--- config.mk ---
export PLATFORM = sky130hd
export DESIGN_NAME = mcx_circle_gen
export DESIGN_NICKNAME = d
export VERILOG_FILES = /design/src/hw/rtl/mcx_pkg.sv /design/src/hw/rtl/mcx_circle_gen.sv
export SDC_FILE = /design/constraint.sdc
export NUM_CORES = 1
export LEC_CHECK = 0
export BUFFER_PORTS_ARGS = -buffer_cell sky130_fd_sc_hd__clkbuf_2
export CAP_MARGIN = 20
export CORE_UTILIZATION = 40
export DETAILED_ROUTE_END_ITERATION = 10
export GPL_TIMING_DRIVEN = 1
export PLACE_DENSITY = 0.62
export RECOVER_POWER = 50
export SLEW_MARGIN = 20
export SYNTH_ARGS = -nofsm -noshare
export SYNTH_HDL_FRONTEND = slang
export SYNTH_SLANG_ARGS = --single-unit
--- constraint.sdc ---
create_clock -name clk_i -period 3.24 [get_ports clk_i]
set_input_delay 0.162 -clock clk_i [delete_from_list [all_inputs] [get_ports clk_i]]
set_output_delay 0.162 -clock clk_i [all_outputs]
set_load 0.02 [all_outputs]
--- src/hw/rtl/mcx_pkg.sv ---
// ----------------------------------------------------------------------------
// mcx_pkg
// shared constants and types of the circle raster framebuffer
// ----------------------------------------------------------------------------
package mcx_pkg;

  localparam int unsigned MEM_BYTES = 8192;
  localparam int unsigned MEM_AW    = $clog2(MEM_BYTES);
  localparam int unsigned FA_W      = 17;
  localparam logic [FA_W-1:0] MEM_LIMIT = FA_W'(MEM_BYTES);

  localparam int unsigned CRD_W  = 8;
  localparam int unsigned RAD_W  = 6;
  localparam int unsigned REG_W  = 9;
  localparam int unsigned BADR_W = 13;

  localparam logic CFG_WIDTH  = 1'b0;
  localparam logic CFG_HEIGHT = 1'b1;

  typedef enum logic [1:0] {
    MODE_PIXEL  = 2'd0,
    MODE_CIRCLE = 2'd1,
    MODE_WRITE  = 2'd2,
    MODE_READ   = 2'd3
  } mode_e;

  typedef enum logic [1:0] {
    REQ_NONE  = 2'd0,
    REQ_PLOT  = 2'd1,
    REQ_WRITE = 2'd2,
    REQ_READ  = 2'd3
  } req_e;

  typedef struct packed {
    req_e              kind;
    logic [CRD_W-1:0]  x;
    logic [CRD_W-1:0]  y;
    logic              color;
    logic [BADR_W-1:0] addr;
    logic [7:0]        data;
  } fb_req_t;

  typedef struct packed {
    logic             pt_valid;
    logic [CRD_W-1:0] x;
    logic [CRD_W-1:0] y;
    logic             done;
  } circ_out_t;

endpackage

--- src/hw/rtl/mcx_circle_gen.sv ---
// ----------------------------------------------------------------------------
// mcx_circle_gen
// midpoint circle sequencer, emits one outline point per cycle in its INIT and PTS states
// ----------------------------------------------------------------------------
module mcx_circle_gen import mcx_pkg::*; (
  input  logic             clk_i,
  input  logic             rst_ni,
  input  logic             start_i,
  input  logic [CRD_W-1:0] cx_i,
  input  logic [CRD_W-1:0] cy_i,
  input  logic [RAD_W-1:0] r_i,
  output circ_out_t        out_o
);

  localparam logic [1:0] ST_IDLE = 2'd0;
  localparam logic [1:0] ST_INIT = 2'd1;
  localparam logic [1:0] ST_UPD  = 2'd2;
  localparam logic [1:0] ST_PTS  = 2'd3;

  logic [1:0]       state_q, state_d;
  logic [2:0]       phase_q, phase_d;
  logic [CRD_W-1:0] cx_q, cy_q;
  logic [7:0]       f_q, sx_q, sy_q;
  logic [RAD_W-1:0] dx_q, dy_q;

  logic [RAD_W-1:0] ox, oy;
  logic             negx, negy;
  logic             f_pos, more;
  logic [7:0]       sy_n, f_a, sx_n, f_n;
  logic [RAD_W-1:0] dy_n, dx_n;

  // point offsets per phase
  always_comb begin
    ox   = '0;
    oy   = '0;
    negx = 1'b0;
    negy = 1'b0;
    if (state_q == ST_INIT) begin
      unique case (phase_q[1:0])
        2'd0: oy = dy_q;
        2'd1: begin oy = dy_q; negy = 1'b1; end
        2'd2: ox = dy_q;
        default: begin ox = dy_q; negx = 1'b1; end
      endcase
    end else begin
      unique case (phase_q)
        3'd0: begin ox = dx_q; oy = dy_q; end
        3'd1: begin ox = dx_q; oy = dy_q; negx = 1'b1; end
        3'd2: begin ox = dx_q; oy = dy_q; negy = 1'b1; end
        3'd3: begin ox = dx_q; oy = dy_q; negx = 1'b1; negy = 1'b1; end
        3'd4: begin ox = dy_q; oy = dx_q; end
        3'd5: begin ox = dy_q; oy = dx_q; negx = 1'b1; end
        3'd6: begin ox = dy_q; oy = dx_q; negy = 1'b1; end
        default: begin ox = dy_q; oy = dx_q; negx = 1'b1; negy = 1'b1; end
      endcase
    end
  end

  // decision update
  always_comb begin
    f_pos = ~f_q[7];
    more  = (dx_q < dy_q);
    sy_n  = f_pos ? sy_q + 8'd2 : sy_q;
    f_a   = f_pos ? f_q + sy_n : f_q;
    dy_n  = f_pos ? dy_q - RAD_W'(1) : dy_q;
    sx_n  = sx_q + 8'd2;
    f_n   = f_a + sx_n;
    dx_n  = dx_q + RAD_W'(1);
  end

  always_comb begin
    state_d = state_q;
    phase_d = phase_q;
    unique case (state_q)
      ST_IDLE: begin
        if (start_i) begin
          state_d = ST_INIT;
          phase_d = '0;
        end
      end
      ST_INIT: begin
        phase_d = phase_q + 3'd1;
        if (phase_q[1:0] == 2'd3) begin
          state_d = ST_UPD;
        end
      end
      ST_UPD: begin
        phase_d = '0;
        state_d = more ? ST_PTS : ST_IDLE;
      end
      default: begin
        phase_d = phase_q + 3'd1;
        if (phase_q == 3'd7) begin
          state_d = ST_UPD;
        end
      end
    endcase
  end

  always_ff @(posedge clk_i or negedge rst_ni) begin
    if (!rst_ni) begin
      state_q <= ST_IDLE;
      phase_q <= '0;
    end else begin
      state_q <= state_d;
      phase_q <= phase_d;
    end
  end

  always_ff @(posedge clk_i) begin
    if (state_q == ST_IDLE && start_i) begin
      cx_q <= cx_i;
      cy_q <= cy_i;
      f_q  <= 8'd1 - {2'b00, r_i};
      sx_q <= 8'd1;
      sy_q <= 8'd0 - {1'b0, r_i, 1'b0};
      dx_q <= '0;
      dy_q <= r_i;
    end else if (state_q == ST_UPD && more) begin
      f_q  <= f_n;
      sx_q <= sx_n;
      sy_q <= sy_n;
      dx_q <= dx_n;
      dy_q <= dy_n;
    end
  end

  assign out_o.pt_valid = (state_q == ST_INIT) || (state_q == ST_PTS);
  assign out_o.x = negx ? cx_q - {2'b00, ox} : cx_q + {2'b00, ox};
  assign out_o.y = negy ? cy_q - {2'b00, oy} : cy_q + {2'b00, oy};
  assign out_o.done = (state_q == ST_UPD) && !more;

endmodule

==> run_results.csv, run 1 <==
group,metric,value,unit
min_path,hold_path_end,"cx_q[7]",
global_routing,grt_max_degree,30,
finish,fin_cells,711,
min_path,hold_class,"in -> reg",
timing,period_share,1.16,
timing,fmax,265,MHz
logic_synthesis,synth_common_cells,"46 x ha_1, 43 x nand2_1, 37 x edfxtp_1",
finish,fillers,894,
timing,setup_violations,12,
clocking,cts_buffers,5,
timing,skew,0.0161,ns
routing,drtAntennaViolNets,0,
logic_synthesis,synth-main-ff-cell,"edfxtp_1",
logic_synthesis,ys_ff_latch,55,
finish,fin_nets,649,
logic_synthesis,yosys.area.top_type,"edfxtp_1",
clocking,cts_tree,"done",
logic_synthesis,syn_avg_cell_area,9.51,sq um
logic_synthesis,async_flop_share,0.0909,
outcome,status,"finished with violations",
clocking,clk_pin_slew,0.10,ns
critical_path,arrival,3.61,ns
floorplan,die_x,107,um
floorplan,num_rows,37,
timing,max-slew-margin-rel,0.144,
finish,synthToLayoutAreaGrowth,36.9,%
routing,dr_total_vias,3705,
critical_path,reg2reg_depth,12,
logic_synthesis,yosysUniqueCellTypes,66,
clocking,clockBufferDepth,2,
critical_path,crit_fanout,5,
clocking,clk_latency,0.33,ns
global_routing,grt_use_total,0.190,
logic_synthesis,syn_nets,535,
placement,gp_congestion,0.843,
logic_synthesis,syn_area,4380,sq um
timing,worst_slack,-0.529,ns
critical_path,reg2reg_setup_slack,0.05,ns
clocking,root_buffer,"clkbuf_8",
routing,wl_per_cell,15.0,um
logic_synthesis,synth_area_leaders,"edfxtp_1 25%, ha_1 13%, xnor2_1 6.6%",
timing,slew_violations,0,
floorplan,start_util,0.418,
placement,dp_hpwl,7.55,mm
routing,dr.pass1.iters,4,
logic_synthesis,synth_compound_area_frac,0.174,
min_path,holdPathStages,1,
global_routing,grt-ovfl-total,0,
timing,hold_viol,0,
logic_synthesis,synth_top_family_by_area,"compound AO/OA/AOI/OAI gates",
placement,dp.cells,671,
logic_synthesis,netlist_instances,460,
timing,worstMarginPinSlew,1.28,ns
global_routing,antenna_found_initial,0,
logic_synthesis,yosys.area_share.simple,0.146,
min_path,min-delay-start,"cx_i[7]",
logic_synthesis,synth_top_area_share,0.254,
logic_synthesis,synth_xor_area_frac,0.108,
critical_path,worst-setup-path-type,"reg -> out",
logic_synthesis,yosys.area_share.adder,0.150,
outcome,violations,"negative setup slack",
global_routing,grt_pass1_vias,3712,
placement,portBuffers,42,
logic_synthesis,synth-warning-count,0,
logic_synthesis,post-synth-top-count-cell,"ha_1",
floorplan,core_area,10500,sq um
global_routing,grt_pass1_wl,17.1,mm
logic_synthesis,synth_edf_count,37,
finish,regArea,1500,sq um
floorplan,dieHeight,107,um
routing,remaining_drc_errors,0,
floorplan,io_pins,43,
timing,rsz0062_at_grt,"true",
clocking,cts_sinks,55,
critical_path,critPathLaunchType,"flop",
routing,drt-total-wl,10.6,mm
floorplan,die_area,11400,sq um
critical_path,timing.rr.start,"sy_q[1]",
critical_path,r2r-end,"f_q[5]",
timing,min_period,3.77,ns
routing,drt_iter0_drc,176,
logic_synthesis,synth.area.mux_share,0.0335,
clocking,cts_htree_levels,2,
finish,diodes,0,
critical_path,setup.worst_path.end_class,"output pin",
finish,drive_gt1_frac,0.376,
logic_synthesis,ys_seq_area_frac,0.342,
run,cap_violations,0,
routing,viasPerCell,5.21,
critical_path,crit_required,3.08,ns
finish,multi_input_area,3130,sq um
## kinds of logic after synthesis
kind of cell,after synthesis
simple gates,128
compound gates,111
flops,55
xor+xnor,54
fa+ha+maj,50
buf+inv,48
mux,14
## worst max-delay path, stage by stage (launching register included)
cell and delay, ns:
dfrtp_2 0.49, ha_4 0.19, ha_4 0.18, nor2_4 0.10, o21ai_4 0.06, nand2_2 0.10
a22o_1 0.19, inv_1 0.06, ha_1 0.28, mux2_4 0.28, buf_6 0.12, fa_2 0.35
nor2b_1 0.18, o21ai_1 0.10, nand2b_1 0.12, a21o_1 0.13, a21oi_2 0.06, xnor2_2 0.13
clkbuf_8 0.16
## worst max-delay path by stage
stage / cells after the start / slack [ns] / endpoint / from
after floorplan: 19 / 0.001 / out_o[16] / phase_q[0]
after global placement: 18 / -0.19 / out_o[16] / phase_q[1]
after detailed placement: 18 / -0.35 / out_o[16] / phase_q[1]
after CTS: 19 / -0.50 / out_o[16] / phase_q[0]
after global routing: 17 / -0.70 / out_o[15] / phase_q[1]
final: 18 / -0.53 / out_o[15] / phase_q[1]
## per-layer routing
metal,vias to the layer above,part of all wire,track usage,wire (um)
li1,1858,-,-,-
met2,57,0.51,0.335,5410
met5,-,0,0,0
met4,0,0.012,0.0528,127
met3,10,0.031,0.0298,330
met1,1780,0.45,0.240,4770
## stage by stage
stage	utilization	setup TNS, ns	cell area (sq um)	setup slack [ns]	hold slack [ns]
5_1_grt	0.573	-6.83	5990	-0.704	0.00207
6_report	0.573	-4.52	5990	-0.529	0.00796
4_1_cts	0.545	-3.60	5710	-0.497	0.000306
3_3_place_gp	0.493	-0.807	5150	-0.194	-0.0131
3_5_place_dp	0.493	-1.83	5150	-0.348	-0.0123
2_1_floorplan	-	0	4480	0.00119	-0.134
## sequential cells by signal, summed over array words and instances, names as in the netlist
signal / cells
cx_q: 8
cy_q: 8
f_q: 8
sx_q: 7
sy_q: 7
dx_q: 6
dy_q: 6
phase_q: 3
state_q: 2
## area by class of cell
class / instances / share of cell area
Multi-Input combinational cell: 357 / 0.523
Tap cell: 136 / 0.0284
Clock buffer: 5 / 0.0115
Sequential cell: 55 / 0.250
Timing Repair Buffer: 123 / 0.162
Clock inverter: 3 / 0.00376
Inverter: 32 / 0.0213
## cells in the final DEF, fill, tap and decap left out, types with 18 or more instances in the layout
| cell type | n |
|---|---|
| edfxtp_1 | 37 |
| o21ai_0 | 22 |
| xnor2_1 | 23 |
| ha_1 | 33 |
| xor2_1 | 19 |
| nor2_1 | 24 |
| buf_6 | 18 |
| clkbuf_2 | 27 |
| buf_4 | 55 |
| nand2_1 | 41 |
| inv_1 | 22 |
| a21oi_1 | 21 |
## repair_timing
item / 4_1_cts / 5_1_grt
pin swaps: 36 / 39
hold buffers: 6 / 4
hold endpoints to repair: 10 / 4
endpoints found under the setup margin: 17 / 17
buffers inserted: 14 / 11
gates resized for setup: 81 / 50
Power of run 1 is left out: the tool's default activity adds up to more than one toggle a clock period on the data nets, which glitch-free logic cannot reach.
==> run 2: changes to the inputs <==
Settings changed: CELL_PAD_IN_SITES_DETAIL_PLACEMENT set to 1, CELL_PAD_IN_SITES_GLOBAL_PLACEMENT set to 1, CORE_UTILIZATION 40 to 47, PLACE_DENSITY 0.62 to 0.83.
Clock period 3.24 ns to 3.8 ns, I/O delays scaled along.
==> run 2 against run 1 <==
  * The flow finishes with violations (design-rule violations, negative setup slack)
  * Register-to-register slack better by 0.31 ns
  * Global-route usage up 5.9 points
  * Routed wire length grew 22%
  * First-iteration DRC count is 10% higher
  * Critical path depth down 1
  * Critical path type unchanged
==> run_results.csv, run 2 (same netlist as run 1, synthesis figures left out) <==
group,metric,value,unit
outcome,status,"finished with violations",
outcome,violations,"design-rule violations, negative setup slack",
timing,worstMarginPinSlew,0.922,ns
global_routing,grt_pass1_vias,3894,
finish,multi_input_area,2930,sq um
critical_path,startpoint,"phase_q[0]",
routing,dr_total_vias,3766,
clocking,cts_sinks,55,
timing,rsz0062_at_grt,"true",
critical_path,crit_fanout,5,
routing,drt_iter0_drc,194,
timing,period_share,1.03,
routing,viasPerCell,5.93,
timing,min_period,3.90,ns
critical_path,r2r-end,"f_q[6]",
timing,hold_slack,0.0418,ns
critical_path,reg2reg_setup_slack,0.36,ns
clocking,clk_pin_slew,0.10,ns
finish,synthToLayoutAreaGrowth,20.0,%
routing,wl_per_cell,20.5,um
timing,worst_slack,-0.103,ns
critical_path,worst-setup-path-type,"reg -> out",
min_path,hold_class,"in -> reg",
finish,layout_common_cells,"41 x nand2_1, 37 x ha_1, 37 x edfxtp_1, 36 x clkbuf_2, 34 x buf_4",
finish,drive_gt1_frac,0.283,
clocking,root_buffer,"clkbuf_8",
routing,drtAntennaViolNets,0,
global_routing,grt-ovfl-total,0,
routing,drt-total-wl,13.0,mm
clocking,clockBufferDepth,2,
floorplan,num_rows,34,
critical_path,arrival,3.71,ns
run,cap_violations,0,
finish,regArea,1500,sq um
critical_path,critPathLaunchType,"flop",
critical_path,reg2reg_depth,12,
timing,fmax,256,MHz
global_routing,grt_max_degree,30,
clocking,cts_tree,"done",
critical_path,timing.rr.start,"sy_q[1]",
timing,slew_violations,0,
critical_path,setup.worst_path.end_class,"output pin",
timing,setup_tns,-0.254,ns
clocking,cts_htree_levels,2,
min_path,holdPathStages,1,
placement,gp_congestion,0.785,
timing,hold_viol,0,
global_routing,antenna_found_initial,0,
timing,setup_violations,4,
floorplan,die_area,9700,sq um
finish,fillers,1015,
critical_path,crit_required,3.61,ns
floorplan,start_util,0.494,
floorplan,die_x,98.5,um
critical_path,endpoint,"out_o[7]",
routing,remaining_drc_errors,4,
clocking,clk_latency,0.33,ns
finish,layout_commonest_cell,"nand2_1",
clocking,cts_buffers,5,
placement,portBuffers,42,
global_routing,grt_use_total,0.249,
floorplan,core_area,8850,sq um
floorplan,dieHeight,98.5,um
global_routing,grt_pass1_wl,19.0,mm
placement,dp_hpwl,8.41,mm
finish,fin_nets,601,
finish,top_regs,"cx_q x8, cy_q x8, f_q x8",
timing,max-slew-margin-rel,0.379,
floorplan,io_pins,43,
finish,diodes,0,
routing,dr.pass1.iters,10,
timing,skew,0.0175,ns
==> run 2: changes by cell type in the layout (fill, tap and decap cells not counted), moves of 4 or more <==
cell | previous run | this run
xnor2_1 | 23 | 33
clkbuf_2 | 27 | 36
xnor2_2 | 10 | 0
ha_1 | 33 | 37
clkbuf_8 | 12 | 5
buf_6 | 18 | 3
buf_4 | 55 | 34
dlygate4sd3_1 | 10 | 1
a21oi_1 | 21 | 25
==> run 2: what timing repair did <==
action,in CTS,in global routing
buffers inserted,9,16
pin swaps,11,37
setup endpoints to repair,9,8
hold buffers,1,0
hold endpoints to repair,5,0
resized for setup,37,40
==> run 2: per-stage QoR <==
step / utilization / std cells / worst slack, ns / cell area, sq um
after floorplan: - / 460 / 0.246 / 4380
final: 0.593 / 635 / -0.103 / 5250
after detailed placement: 0.530 / 601 / -0.0692 / 4690
after global routing: 0.593 / 635 / -0.227 / 5250
after global placement: 0.530 / 601 / 0.144 / 4690
after CTS: 0.563 / 619 / -0.00113 / 4990
==> run 2: routing by layer <==
layer	vias to the layer above	wire, um	GRT usage
met4	0	372	0.0712
li1	1758	-	-
met5	-	0	0
met3	33	572	0.0326
met2	109	6750	0.452
met1	1866	5330	0.311
==> run 2: critical path: stages, from the launching register on <==
cell and delay (ns):
dfrtp_2 0.47, ha_4 0.19, ha_4 0.17, nor2_4 0.10, o21ai_4 0.08, buf_4 0.15
a32o_2 0.29, inv_1 0.13, ha_4 0.16, nor2_1 0.05, xnor2_1 0.26, ha_1 0.34
a21o_1 0.22, a21oi_2 0.21, o21bai_1 0.10, a21oi_2 0.15, xnor2_1 0.14, buf_4 0.17
==> run 2: area by class of cell <==
type,count,area share
multi-input cells,357,0.558
well taps,108,0.0257
clock inverters,2,0.00238
flip-flops and latches,55,0.286
inverters,32,0.0229
clock buffers,6,0.0138
repair buffers,75,0.0920
==> run 2: how the worst min path moves through the flow <==
stage	from	endpoint	slack (ns)
final	cx_i[7]	cx_q[7]	0.04
after global routing	cx_i[5]	cx_q[5]	0.04
after CTS	cy_i[3]	cy_q[3]	0.04
after detailed placement	rst_ni	state_q[1]	0.02
after global placement	rst_ni	state_q[1]	0.01
after floorplan	rst_ni	phase_q[0]	-0.11
Power of run 2 is left out for the same reason.
